<file path="config.mk">
export PLATFORM = sky130hd
export DESIGN_NAME = rc4_keystream_generator_top
export DESIGN_NICKNAME = d
export VERILOG_FILES = /design/src/design/rc4kg_pkg.sv /design/src/design/rc4kg_seq.sv /design/src/design/rc4kg_datapath.sv /design/src/design/rc4_keystream_generator_top.sv
export SDC_FILE = /design/constraint.sdc
export NUM_CORES = 2
export LEC_CHECK = 0
export BUFFER_PORTS_ARGS = -buffer_cell sky130_fd_sc_hd__buf_2
export CORE_ASPECT_RATIO = 1.1
export CORE_MARGIN = 2
export CORE_UTILIZATION = 59
export CTS_BUF_LIST = sky130_fd_sc_hd__clkbuf_8
export CTS_CLUSTER_DIAMETER = 100
export DETAILED_ROUTE_END_ITERATION = 16
export HOLD_SLACK_MARGIN = 0.1
export PLACE_DENSITY = 0.74
export SLEW_MARGIN = 10
export SYNTH_ARGS = -nofsm -noshare
export SYNTH_HDL_FRONTEND = slang
export SYNTH_SLANG_ARGS = --single-unit
</file>
<file path="constraint.sdc">
create_clock -name clk -period 13.9 [get_ports clk]
set_clock_uncertainty 0.1 [all_clocks]
set_input_delay 1.39 -clock clk [delete_from_list [all_inputs] [get_ports clk]]
set_output_delay 1.39 -clock clk [all_outputs]
set_load 0.02 [all_outputs]
</file>
<file path="src/design/rc4kg_pkg.sv">
// ----------------------------------------------------------------------------
// rc4kg_pkg
// Shared constants, codes and control types of the RC4 keystream generator.
// ----------------------------------------------------------------------------
`default_nettype none

package rc4kg_pkg;

	localparam int MAX_KEY_BYTES = 256;
	localparam int KEY_AW        = (MAX_KEY_BYTES > 1) ? $clog2(MAX_KEY_BYTES) : 1;
	localparam int PERM_SIZE     = 256;

	// item actions
	localparam logic [1:0] ACT_LOAD     = 2'd0;
	localparam logic [1:0] ACT_SCHEDULE = 2'd1;
	localparam logic [1:0] ACT_GENERATE = 2'd2;

	// result kinds
	localparam logic [1:0] KIND_SCHEDULED = 2'd0;
	localparam logic [1:0] KIND_BYTE      = 2'd1;
	localparam logic [1:0] KIND_UNKEYED   = 2'd2;

	localparam logic [8:0] KEY_LENGTH_RESET = 9'd16;

	typedef enum logic [1:0] {
		MEM_NONE,
		MEM_RD,
		MEM_WR
	} mem_op_t;

	typedef enum logic [2:0] {
		ADDR_X,
		ADDR_KSA,
		ADDR_J,
		ADDR_I_INC,
		ADDR_J_SUM,
		ADDR_AB,
		ADDR_I
	} addr_sel_t;

	typedef enum logic [1:0] {
		WD_X,
		WD_SRD,
		WD_SA
	} wd_sel_t;

	// one datapath control word
	typedef struct packed {
		mem_op_t    mem_op;
		addr_sel_t  addr_sel;
		wd_sel_t    wd_sel;
		logic       clr_idx;
		logic       x_inc;
		logic       k_inc;
		logic       i_ld;
		logic       j_ld;
		logic       sa_ld;
		logic       sb_ld;
		logic       set_keyed;
		logic       emit;
		logic [1:0] kind;
	} dp_ctl_t;

	// datapath status seen by the sequencer
	typedef struct packed {
		logic keyed;
		logic x_last;
	} dp_status_t;

	// clamp the key length register to 1..MAX_KEY_BYTES
	function automatic logic [8:0] eff_key_len(input logic [8:0] len);
		logic [8:0] n;
		begin
			n = len;
			if (n == 9'd0) begin
				n = 9'd1;
			end
			if (n > 9'(MAX_KEY_BYTES)) begin
				n = 9'(MAX_KEY_BYTES);
			end
			return n;
		end
	endfunction

endpackage

`default_nettype wire

</file>
<file path="src/design/rc4kg_seq.sv">
// ----------------------------------------------------------------------------
// rc4kg_seq
// Microcode sequencer: step counter, control word ROM and jump logic.
// ----------------------------------------------------------------------------
`default_nettype none

module rc4kg_seq
	import rc4kg_pkg::*;
(
	input  wire logic       clk,
	input  wire logic       arst_n,
	input  wire logic       start,
	input  wire logic [1:0] action,
	input  wire dp_status_t status,
	output dp_ctl_t         ctl,
	output logic            busy
);

	localparam int STEP_W = 4;

	localparam logic [STEP_W-1:0] S_IDLE  = 4'd0;
	localparam logic [STEP_W-1:0] S_SINIT = 4'd1;
	localparam logic [STEP_W-1:0] S_INIT  = 4'd2;
	localparam logic [STEP_W-1:0] S_KSA1  = 4'd3;
	localparam logic [STEP_W-1:0] S_KSA2  = 4'd4;
	localparam logic [STEP_W-1:0] S_KSA3  = 4'd5;
	localparam logic [STEP_W-1:0] S_KSA4  = 4'd6;
	localparam logic [STEP_W-1:0] S_KFIN  = 4'd7;
	localparam logic [STEP_W-1:0] S_GEN1  = 4'd8;
	localparam logic [STEP_W-1:0] S_GEN2  = 4'd9;
	localparam logic [STEP_W-1:0] S_GEN3  = 4'd10;
	localparam logic [STEP_W-1:0] S_GEN4  = 4'd11;
	localparam logic [STEP_W-1:0] S_GEN5  = 4'd12;
	localparam logic [STEP_W-1:0] S_GEN6  = 4'd13;
	localparam logic [STEP_W-1:0] S_UNK   = 4'd14;

	typedef enum logic [1:0] {
		COND_NEXT,
		COND_GOTO,
		COND_X_LOOP,
		COND_DISPATCH
	} cond_t;

	typedef struct packed {
		dp_ctl_t           dp;
		cond_t             cond;
		logic [STEP_W-1:0] target;
	} seq_word_t;

	function automatic seq_word_t rom(input logic [STEP_W-1:0] s);
		seq_word_t w;
		begin
			w = '0;
			case (s)
				S_IDLE: begin
					w.cond = COND_DISPATCH;
				end
				S_SINIT: begin
					w.dp.clr_idx = 1'b1;
				end
				S_INIT: begin
					// identity fill, x wraps back to zero after the last entry
					w.dp.mem_op   = MEM_WR;
					w.dp.addr_sel = ADDR_X;
					w.dp.wd_sel   = WD_X;
					w.dp.x_inc    = 1'b1;
					w.cond        = COND_X_LOOP;
					w.target      = S_INIT;
				end
				S_KSA1: begin
					w.dp.mem_op   = MEM_RD;
					w.dp.addr_sel = ADDR_X;
				end
				S_KSA2: begin
					w.dp.mem_op   = MEM_RD;
					w.dp.addr_sel = ADDR_KSA;
					w.dp.j_ld     = 1'b1;
					w.dp.sa_ld    = 1'b1;
				end
				S_KSA3: begin
					w.dp.mem_op   = MEM_WR;
					w.dp.addr_sel = ADDR_X;
					w.dp.wd_sel   = WD_SRD;
				end
				S_KSA4: begin
					w.dp.mem_op   = MEM_WR;
					w.dp.addr_sel = ADDR_J;
					w.dp.wd_sel   = WD_SA;
					w.dp.x_inc    = 1'b1;
					w.dp.k_inc    = 1'b1;
					w.cond        = COND_X_LOOP;
					w.target      = S_KSA1;
				end
				S_KFIN: begin
					w.dp.clr_idx   = 1'b1;
					w.dp.set_keyed = 1'b1;
					w.dp.emit      = 1'b1;
					w.dp.kind      = KIND_SCHEDULED;
					w.cond         = COND_GOTO;
					w.target       = S_IDLE;
				end
				S_GEN1: begin
					w.dp.mem_op   = MEM_RD;
					w.dp.addr_sel = ADDR_I_INC;
					w.dp.i_ld     = 1'b1;
				end
				S_GEN2: begin
					w.dp.mem_op   = MEM_RD;
					w.dp.addr_sel = ADDR_J_SUM;
					w.dp.j_ld     = 1'b1;
					w.dp.sa_ld    = 1'b1;
				end
				S_GEN3: begin
					w.dp.mem_op   = MEM_WR;
					w.dp.addr_sel = ADDR_I;
					w.dp.wd_sel   = WD_SRD;
					w.dp.sb_ld    = 1'b1;
				end
				S_GEN4: begin
					w.dp.mem_op   = MEM_WR;
					w.dp.addr_sel = ADDR_J;
					w.dp.wd_sel   = WD_SA;
				end
				S_GEN5: begin
					w.dp.mem_op   = MEM_RD;
					w.dp.addr_sel = ADDR_AB;
				end
				S_GEN6: begin
					w.dp.emit = 1'b1;
					w.dp.kind = KIND_BYTE;
					w.cond    = COND_GOTO;
					w.target  = S_IDLE;
				end
				S_UNK: begin
					w.dp.emit = 1'b1;
					w.dp.kind = KIND_UNKEYED;
					w.cond    = COND_GOTO;
					w.target  = S_IDLE;
				end
				default: begin
					w.cond   = COND_GOTO;
					w.target = S_IDLE;
				end
			endcase
			return w;
		end
	endfunction

	logic [STEP_W-1:0] step_q;
	logic [STEP_W-1:0] step_next;
	seq_word_t         word;

	assign word = rom(step_q);
	assign ctl  = word.dp;
	assign busy = (step_q != S_IDLE);

	always_comb begin
		step_next = step_q + 4'd1;
		case (word.cond)
			COND_NEXT: begin
				step_next = step_q + 4'd1;
			end
			COND_GOTO: begin
				step_next = word.target;
			end
			COND_X_LOOP: begin
				step_next = status.x_last ? (step_q + 4'd1) : word.target;
			end
			COND_DISPATCH: begin
				step_next = S_IDLE;
				if (start) begin
					case (action)
						ACT_SCHEDULE: begin
							step_next = S_SINIT;
						end
						ACT_GENERATE: begin
							step_next = status.keyed ? S_GEN1 : S_UNK;
						end
						default: begin
							step_next = S_IDLE;
						end
					endcase
				end
			end
			default: begin
				step_next = S_IDLE;
			end
		endcase
	end

	always_ff @(posedge clk or negedge arst_n) begin
		if (!arst_n) begin
			step_q <= S_IDLE;
		end else begin
			step_q <= step_next;
		end
	end

	a_emit_ends: assert property (@(posedge clk) disable iff (!arst_n)
		ctl.emit |=> step_q == S_IDLE)
		else $error("result emitted from a step that does not return to idle");

	a_sched_entry: assert property (@(posedge clk) disable iff (!arst_n)
		(start && !busy && action == ACT_SCHEDULE) |=> step_q == S_SINIT)
		else $error("schedule transfer did not enter the schedule program");

	a_load_idle: assert property (@(posedge clk) disable iff (!arst_n)
		(start && !busy && action == ACT_LOAD) |=> step_q == S_IDLE)
		else $error("load transfer left the sequencer busy");

	a_gen_order: assert property (@(posedge clk) disable iff (!arst_n)
		step_q == S_GEN6 |-> $past(step_q == S_GEN5))
		else $error("keystream output step reached out of order");

endmodule

`default_nettype wire

</file>
<file path="src/design/rc4kg_datapath.sv">
// ----------------------------------------------------------------------------
// rc4kg_datapath
// Permutation and key stores, index registers and result register.
// ----------------------------------------------------------------------------
`default_nettype none

module rc4kg_datapath
	import rc4kg_pkg::*;
(
	input  wire logic       clk,
	input  wire logic       arst_n,
	input  wire dp_ctl_t    ctl,
	input  wire logic       key_we,
	input  wire logic [7:0] key_index,
	input  wire logic [7:0] key_byte,
	input  wire logic       len_we,
	input  wire logic [8:0] len_wdata,
	output dp_status_t      status,
	output logic            result_valid,
	output logic [1:0]      result_kind,
	output logic [7:0]      keystream_byte
);

	logic [7:0]        perm_mem [PERM_SIZE];
	logic [7:0]        key_mem  [MAX_KEY_BYTES];

	logic [7:0]        x_q;
	logic [KEY_AW-1:0] k_q;
	logic [7:0]        i_q;
	logic [7:0]        j_q;
	logic [7:0]        sa_q;
	logic [7:0]        sb_q;
	logic [7:0]        s_rd_q;
	logic [7:0]        k_rd_q;
	logic              keyed_q;
	logic [8:0]        key_length_q;
	logic              result_valid_q;
	logic [1:0]        result_kind_q;
	logic [7:0]        keystream_byte_q;

	logic [7:0]        mem_addr;
	logic [7:0]        mem_wdata;
	logic [8:0]        key_len_eff;
	logic              k_last;
	logic              key_in_range;

	assign key_len_eff  = eff_key_len(key_length_q);
	assign k_last       = ((9'(k_q) + 9'd1) >= key_len_eff);
	assign key_in_range = ({1'b0, key_index} < 9'(MAX_KEY_BYTES));

	// keyed flag, then last permutation entry
	assign status = {keyed_q, (x_q == 8'hFF)};

	always_comb begin
		case (ctl.addr_sel)
			ADDR_X:     mem_addr = x_q;
			ADDR_KSA:   mem_addr = 8'(j_q + s_rd_q + k_rd_q);
			ADDR_J:     mem_addr = j_q;
			ADDR_I_INC: mem_addr = 8'(i_q + 8'd1);
			ADDR_J_SUM: mem_addr = 8'(j_q + s_rd_q);
			ADDR_AB:    mem_addr = 8'(sa_q + sb_q);
			ADDR_I:     mem_addr = i_q;
			default:    mem_addr = x_q;
		endcase
	end

	always_comb begin
		case (ctl.wd_sel)
			WD_X:    mem_wdata = x_q;
			WD_SRD:  mem_wdata = s_rd_q;
			WD_SA:   mem_wdata = sa_q;
			default: mem_wdata = x_q;
		endcase
	end

	// single-port permutation store, read data registered
	always_ff @(posedge clk) begin
		if (ctl.mem_op == MEM_WR) begin
			perm_mem[mem_addr] <= mem_wdata;
		end else if (ctl.mem_op == MEM_RD) begin
			s_rd_q <= perm_mem[mem_addr];
		end
	end

	// key store: load transfers write, the schedule reads at k every cycle
	always_ff @(posedge clk) begin
		if (key_we && key_in_range) begin
			key_mem[key_index[KEY_AW-1:0]] <= key_byte;
		end
		k_rd_q <= key_mem[k_q];
	end

	always_ff @(posedge clk) begin
		if (ctl.sa_ld) begin
			sa_q <= s_rd_q;
		end
		if (ctl.sb_ld) begin
			sb_q <= s_rd_q;
		end
	end

	always_ff @(posedge clk or negedge arst_n) begin
		if (!arst_n) begin
			x_q              <= '0;
			k_q              <= '0;
			i_q              <= '0;
			j_q              <= '0;
			keyed_q          <= 1'b0;
			key_length_q     <= KEY_LENGTH_RESET;
			result_valid_q   <= 1'b0;
			result_kind_q    <= KIND_SCHEDULED;
			keystream_byte_q <= '0;
		end else begin
			if (len_we) begin
				key_length_q <= len_wdata;
			end
			if (ctl.clr_idx) begin
				x_q <= '0;
				k_q <= '0;
				i_q <= '0;
				j_q <= '0;
			end else begin
				if (ctl.x_inc) begin
					x_q <= 8'(x_q + 8'd1);
				end
				if (ctl.k_inc) begin
					k_q <= k_last ? '0 : KEY_AW'(k_q + 1'b1);
				end
				if (ctl.i_ld) begin
					i_q <= mem_addr;
				end
				if (ctl.j_ld) begin
					j_q <= mem_addr;
				end
			end
			if (ctl.set_keyed) begin
				keyed_q <= 1'b1;
			end
			result_valid_q <= ctl.emit;
			if (ctl.emit) begin
				result_kind_q    <= ctl.kind;
				keystream_byte_q <= (ctl.kind == KIND_BYTE) ? s_rd_q : 8'd0;
			end
		end
	end

	assign result_valid   = result_valid_q;
	assign result_kind    = result_kind_q;
	assign keystream_byte = keystream_byte_q;

endmodule

`default_nettype wire

</file>
<file path="src/design/rc4_keystream_generator_top.sv">
// ----------------------------------------------------------------------------
// rc4_keystream_generator_top
// RC4 keystream engine: key load, key scheduling and keystream generation
// run by a microcoded sequencer over a single-port permutation store.
// ----------------------------------------------------------------------------
//  channel   | handshake            | payload
//  ----------+----------------------+----------------------------------------
//  command   | start / busy         | action, key_index, key_byte
//  result    | result_valid strobe  | result_kind, keystream_byte
//  config    | key_length_we        | key_length
//
//  a command transfers on a clock edge with start high and busy low
//  load: written at the transfer edge, busy stays low, no result
//  generate over one permutation port: read S[i], read S[j], write both back swapped, read S[S[i]+S[j]], output
//  generate before keying: busy for the unkeyed result step only
//  schedule: clear, identity fill of 256 entries, a swap per entry (read, read, write, write), finish
//  the result strobe is high for one cycle right after busy falls; no stall
//  reset clears indices, keyed flag and key_length (16); stores are not cleared
// ----------------------------------------------------------------------------
`default_nettype none

module rc4_keystream_generator_top
	import rc4kg_pkg::*;
(
	input  wire logic       clk,
	input  wire logic       arst_n,
	input  wire logic       start,
	output logic            busy,
	input  wire logic [1:0] action,
	input  wire logic [7:0] key_index,
	input  wire logic [7:0] key_byte,
	input  wire logic       key_length_we,
	input  wire logic [8:0] key_length,
	output logic            result_valid,
	output logic [1:0]      result_kind,
	output logic [7:0]      keystream_byte
);

	dp_ctl_t    ctl;
	dp_status_t status;
	logic       load_xfer;

	assign load_xfer = start && !busy && (action == ACT_LOAD);

	rc4kg_seq u_seq (
		.clk    (clk),
		.arst_n (arst_n),
		.start  (start),
		.action (action),
		.status (status),
		.ctl    (ctl),
		.busy   (busy)
	);

	rc4kg_datapath u_datapath (
		.clk            (clk),
		.arst_n         (arst_n),
		.ctl            (ctl),
		.key_we         (load_xfer),
		.key_index      (key_index),
		.key_byte       (key_byte),
		.len_we         (key_length_we),
		.len_wdata      (key_length),
		.status         (status),
		.result_valid   (result_valid),
		.result_kind    (result_kind),
		.keystream_byte (keystream_byte)
	);

endmodule

`default_nettype wire
</file>
== Word-level counts from Yosys, hierarchy flattened ==
Memory sizes are Yosys's and may differ from the RTL's. A register that Yosys moved wholly into a read port is not among the register bits.
Cells that the tools add are included.

* Bits of input ports: 31
* Output and inout bits: 12
* Bits in writable memories: 4,096
* Word-level logic and storage cells: 111
* Memories kept: 2
* Flip-flop bits (word level): 73

* $add $sub $neg: 8
* Reductions and logical operators: 20
* Bitwise operators: 1
* Mux-type cells: 35
* Eq/ne operators: 31
* $lt $le $gt $ge: 2

{| class="wikitable"
|+ Memory list
! name !! words !! bits a word !! rd ports !! clocked after memory_dff !! write ports !! RTL line !! source
|-
| u_datapath.key_mem || 256 || 8 || 1 || 1 || 1 || rc4kg_datapath.sv:25 || <nowiki>logic [7:0] key_mem [MAX_KEY_BYTES];</nowiki>
|-
| u_datapath.perm_mem || 256 || 8 || 1 || 1 || 1 || rc4kg_datapath.sv:24 || <nowiki>logic [7:0] perm_mem [PERM_SIZE];</nowiki>
|}

{| class="wikitable"
|+ Operators by type and width
! kind !! number
|-
| two-way mux 8 bit || 10
|-
| one-hot mux 8 bit (6 select lines) || 1
|-
| one-hot mux 5 bit (8 select lines) || 1
|-
| equality test 4 bit, second input constant || 7
|-
| adder 8 x 1 -> 8 bit, second input constant || 3
|-
| adder 8 bit || 3
|-
| two-way mux 9 bit || 2
|-
| equality test 4 x 3 -> 1 bit, second input constant || 4
|-
| one-hot mux 4 bit (4 select lines) || 1
|-
| one-hot mux 8 bit (2 select lines) || 1
|-
| OR reduction 2 bit || 6
|-
| equality test 2 x 1 -> 1 bit, second input constant || 5
|-
| equality test 2 bit, second input constant || 5
|-
| two-way mux 1 bit || 10
|-
| adder 8 x 1 -> 9 bit, second input constant || 1
|-
| equality test 3 bit, second input constant || 3
|-
| >= comparator 9 bit || 1
|-
| > comparator 9 bit, second input constant || 1
|-
| zero test 9 bit || 1
|-
| one-hot mux 3 bit (3 select lines) || 1
|-
| OR reduction 9 bit || 1
|-
| equality test 4 x 2 -> 1 bit, second input constant || 2
|-
| equality test 8 bit, second input constant || 1
|-
| two-way mux 4 bit || 2
|-
| 17 further kinds || 24
|}

== Depth between registers and ports, before layout ==
* Depth after elaboration: 8
* Gate-level depth with buffers: 20
* Mapped depth without buffers: 18

== Modules after synthesis ==
A second synthesis with hierarchy kept.

* Cells, all modules: 9,628
* Area, all modules: 165,284.8 µm²

{| class="wikitable"
|+ Modules (own cells, without submodules)
! module !! area each (µm²) !! cells an instance !! times used !! sequential area each (µm²)
|-
| rc4kg_datapath || 164,694.2 || 9,554 || 1 || 125,206.3
|-
| rc4kg_seq || 575.6 || 73 || 1 || 100.1
|-
| rc4_keystream_generator_top || 15.0 || 1 || 1 || 0.0
|}

== Least setup slack after synthesis ==
No wires, ideal clock.

* Path type: register to register
* Start point: register u_seq.step_q[0]
* End point: memory u_datapath.perm_mem[0][5] (data pin)
* Cell stages (with the launch flop): 10
* Setup slack: -0.228 ns
* Required time: 11.613 ns
* Path buffers: 2
* Setup time: 2.187 ns
* Period minus slack after synthesis: 14.128 ns
* Arrival: 11.841 ns
* Cells stage by stage: dfrtp_1 inv_1 ha_1 buf_2 and2_1 a21oi_1 inv_1 ha_1 clkbuf_1 o21ai_0

* Cells in the longest elaborated chain, start to end: 5
* Elaborated cells between the ends (all ways): 10
* Classes of those cells: 6 x eq/ne; 2 x mux; 2 x reduce/logical

{| class="wikitable"
|+ Ends and longest elaborated chain
! item !! RTL line !! source
|-
| start, declared || rc4kg_seq.sv:149 || <nowiki>logic [STEP_W-1:0] step_q;</nowiki>
|-
| start signal, assigned || rc4kg_seq.sv:195 || <nowiki>step_q <= step_next;</nowiki>
|-
| equality test 4 x 3 -> 1 bit / equality test 4 bit (equally long branches) || rc4kg_seq.sv:54 || <nowiki>case (s)</nowiki>
|-
| OR reduction 2 bit (no line) || n/a ||
|-
| one-hot mux 2 bit (2 select lines) (*) || rc4kg_seq.sv:54 ||
|-
| equality test 2 bit / equality test 2 x 1 -> 1 bit (equally long branches) || rc4kg_datapath.sv:68 || <nowiki>case (ctl.wd_sel)</nowiki>
|-
| one-hot mux 8 bit (2 select lines) (*) || rc4kg_datapath.sv:68 ||
|-
| via u_datapath.mem_wdata[5] || rc4kg_datapath.sv:42 || <nowiki>logic [7:0] mem_wdata;</nowiki>
|-
| end, declared || rc4kg_datapath.sv:24 ||
|}

Mark *: on every way through the listed nets, which the timed path passes. The rest lies on a longest branch.

== Final worst setup path ==
* Start point: register u_seq.step_q[0]
* End point: register u_datapath.s_rd_q[5] (read register of u_datapath.perm_mem) (data pin)

* Cells in the longest elaborated chain, start to end: 6
* Elaborated cells between the ends (all ways): 24
* Classes of those cells: 18 x eq/ne; 2 x mux; 1 x bitwise; 3 x reduce/logical

{| class="wikitable"
|+ Ends and longest elaborated chain
! item !! RTL line !! source
|-
| equality test 4 x 3 -> 1 bit, or another cell as far along || rc4kg_seq.sv:54 ||
|-
| OR reduction 2 bit (no line) || n/a ||
|-
| one-hot mux 5 bit (8 select lines) (*) || rc4kg_seq.sv:54 ||
|-
| branches (longest 3 deep; another with one-hot mux 8 bit (6 select lines)) || n/a ||
|-
| end, declared || rc4kg_datapath.sv:33 || <nowiki>logic [7:0] s_rd_q;</nowiki>
|}

Every way passes the cells marked *.
A chain may end at the register's enable or synchronous reset.

==> impl_metrics.json <==
{
  "slew_headroom_pct": 10.8,
  "synth_edf_count": 4120,
  "startpoint_type": "register",
  "numCtsBuffers": 633,
  "cp.arrival_ns": 8.39,
  "r2r_end": "u_datapath.s_rd_q[5]",
  "min-delay-start": "key_length[4]",
  "synth_nets": 9916,
  "yosys.area.top_type_share_pct": 74.6,
  "placedCellCount": 13100,
  "fill_cells": 18700,
  "hpwl_mm": 239,
  "wl_met2_mm": 205,
  "drt-initial-drc-count": 12100,
  "cts_tree": "done",
  "nets": 10100,
  "drt-met1-wl_mm": 147,
  "die_x_microns": 509,
  "post-route-period-util_pct": 54.7,
  "area_growth_pct": 9.34,
  "antenna_found_initial": 17,
  "worst_pin_slew_ns": 1.33,
  "fin_cells": 14200,
  "die-height_microns": 560,
  "cp_slowest_stage_delay_ns": 0.86,
  "finalHoldViolCount": 0,
  "wl_per_cell_microns": 28.7,
  "path_clk_slew_ns": 0.07,
  "avgViaCountPerCell": 6.45,
  "htreeDepth": 6,
  "min_period_ns": 7.60,
  "final_common_cell": "edfxtp_1",
  "stdcell_area_sq_um": 181000,
  "worstSetupPathType": "register to register",
  "synth_area_leaders": "edfxtp_1 (75%), mux4_2 (9.2%), nand2_1 (4.0%)",
  "cp-startpoint": "u_seq.step_q[0]",
  "hold_depth": 2,
  "gp_congestion": 0.895,
  "yosysSeqAreaShare_pct": 75.6,
  "required_ns": 14.69,
  "portBuffers": 42,
  "vias": 91800,
  "drc": 0,
  "cap_violations": 0,
  "cp_cell_sequence": "inv_1 -> ha_1 -> inv_1 -> a22o_1 -> a221oi_4 -> buf_4 -> and3_4 -> buf_4 -> buf_12 -> mux2i_1 -> mux2i_1 -> a32o_1 -> a221oi_1 -> o22ai_1 -> nor4_1 -> nand4_1",
  "peakVddDrop_mv": 0.258,
  "ant_nets": 0,
  "grt_max_degree": 223,
  "io_pins": 43,
  "postSynth.asyncResetShare_pct": 1.36,
  "power_leakage_nw": 60.1,
  "holdPathEnd": "u_datapath.key_length_q[4]",
  "synth-seq-cells": 4185,
  "clock_latency_ns": 1.20,
  "syn_area_sq_um": 166000,
  "r2r_start": "u_seq.step_q[0]",
  "synth_cell_types": 84,
  "layout_common_cells": "edfxtp_1 (4,120), nand2_1 (1,771), mux4_2 (680), clkbuf_8 (649), nor2_1 (585)",
  "r2r_slack_ns": 6.30,
  "placementRows": 204,
  "cp-end-kind": "register",
  "rsz0062_at_grt": "no",
  "grt_pass1_wl_mm": 599,
  "die-area_sq_um": 285000,
  "synth_area_leader_cell": "edfxtp_1",
  "cts.path.max_buffers": 4,
  "setup_tns_ns": 0,
  "synth-main-ff-cell": "edfxtp_1",
  "dr.pass1.iters": 8,
  "syn_avg_cell_area_sq_um": 16.8,
  "grt_pass1_vias": 91000,
  "critPathMaxFanout": 160,
  "start_util_pct": 59.2,
  "ys.warnings.count": 0,
  "coreArea_sq_um": 280000,
  "slowest_stage": "nor4_1",
  "powerDensity_nw_per_um2": 174,
  "drt-total-wl_mm": 409,
  "met3_length_mm": 36.8,
  "layout-drive-gt1-share_pct": 16.3,
  "worstHoldPathType": "primary input to register",
  "status": "finished clean",
  "clock-sinks": 4185,
  "setup_viol": 0,
  "maxSlewViolCount": 0,
  "synth_cells": 9843,
  "post_cts_buffers": 0,
  "worstRegToRegCells": 16,
  "fmax_ghz": 0.132,
  "dpl_cell_area_sq_um": 170000,
  "grt_overflow": 0,
  "track_usage_pct": 28.5,
  "utilization_pct": 64.7,
  "clockRootBuffer": "clkbuf_8",
  "top_layer_used": "met5"
}
==> power by group <==
part | leakage [nW] | switching (W) | internal [W]
clock | 6.60 | 0.00474 | 0.00462
combinational | 12.4 | 0.00537 | 0.00247
sequential | 41.1 | 0.000159 | 0.0142
total | 60.1 | 0.0103 | 0.0213
==> cell families after synthesis <==
kind of cell | count (synthesis) | share of synthesized area [%]
buffers and inverters | 687 | 1.76
muxes | 878 | 10.4
DFF | 4185 | 75.6
AOI/OAI and AO/OA | 766 | 3.39
and+or+nand+nor | 3254 | 8.34
adders and majority gates | 42 | 0.331
xor gates and xnor gates | 31 | 0.172
==> critical path: cells and delay by family (launching register included) <==
kind            cells  cell delay (ns)
compound gates      5             1.60
fa+ha+maj           1             0.63
buf+inv             5             2.28
flops               1             0.42
mux                 2             0.35
simple gates        3             1.68
==> layout make-up <==
type,count,area (sq um),area share [%]
Sequential cell,4185,125000,69.1
Clock buffer,641,8820,4.87
Multi-Input combinational cell,4971,37900,20.9
Antenna cell,6,15.0,0.00828
Inverter,66,248,0.137
Clock inverter,481,2670,1.47
Timing Repair Buffer,191,1650,0.912
Tap cell,3708,4640,2.56
==> metal layers <==
layer,global-route usage (%),vias up
met5,0,-
met4,13.3,20
met3,4.95,968
met2,46.8,5120
met1,37.4,46800
li1,-,38900
==> per-stage QoR <==
step	hold WS, ns	setup slack (ns)	total power [W]
detailed placement	0.372	6.54	0.0224
global route	0.286	5.99	0.0326
floorplan	0.344	-0.228	0.0199
global placement	0.374	6.69	0.0222
CTS	0.226	6.49	0.0316
finish	0.345	6.30	0.0315
==> timing repair <==
action                    CTS  global route
hold buffers                1             0
gates resized for setup     0             0
hold endpoints to repair    1             0
==> cells in the mapped netlist, types with 20 or more instances <==
| library cell | n |
|---|---|
| edfxtp_1 | 4120 |
| nand2_1 | 1778 |
| mux4_2 | 680 |
| nor2_1 | 591 |
| nand3_1 | 550 |
| clkbuf_1 | 321 |
| a31oi_1 | 219 |
| mux2i_1 | 190 |
| buf_2 | 181 |
| and3_1 | 169 |
| a32oi_1 | 153 |
| buf_1 | 91 |
| a21oi_1 | 70 |
| a311oi_1 | 68 |
| inv_1 | 65 |
| dfrtp_1 | 56 |
| o21ai_0 | 54 |
| nand4_1 | 52 |
| a211oi_1 | 45 |
| ha_1 | 39 |
| buf_4 | 27 |
| nor3_1 | 25 |
| a22oi_1 | 21 |
| o22ai_1 | 20 |
==> flip-flops by register name (all words and copies together) (netlist names), 4 cells and up <==
| name | flops |
|---|---|
| u_datapath.i_q | 8 |
| u_datapath.j_q | 8 |
| u_datapath.k_q | 8 |
| u_datapath.k_rd_q | 8 |
| u_datapath.key_length_q | 9 |
| u_datapath.key_mem | 2048 |
| u_datapath.keystream_byte | 8 |
| u_datapath.perm_mem | 2048 |
| u_datapath.s_rd_q | 8 |
| u_datapath.sa_q | 8 |
| u_datapath.sb_q | 8 |
| u_datapath.x_q | 8 |
| u_seq.step_q | 4 |
==> worst max-delay path by stage <==
stage / endpoint / cells after the start
floorplan: u_datapath.perm_mem[0][5] / 9
global placement: u_datapath.s_rd_q[2] / 16
detailed placement: u_datapath.s_rd_q[2] / 16
CTS: u_datapath.s_rd_q[2] / 16
global route: u_datapath.s_rd_q[5] / 16
finish: u_datapath.s_rd_q[5] / 16
No activity file was read; power rests on OpenSTA's default activity.
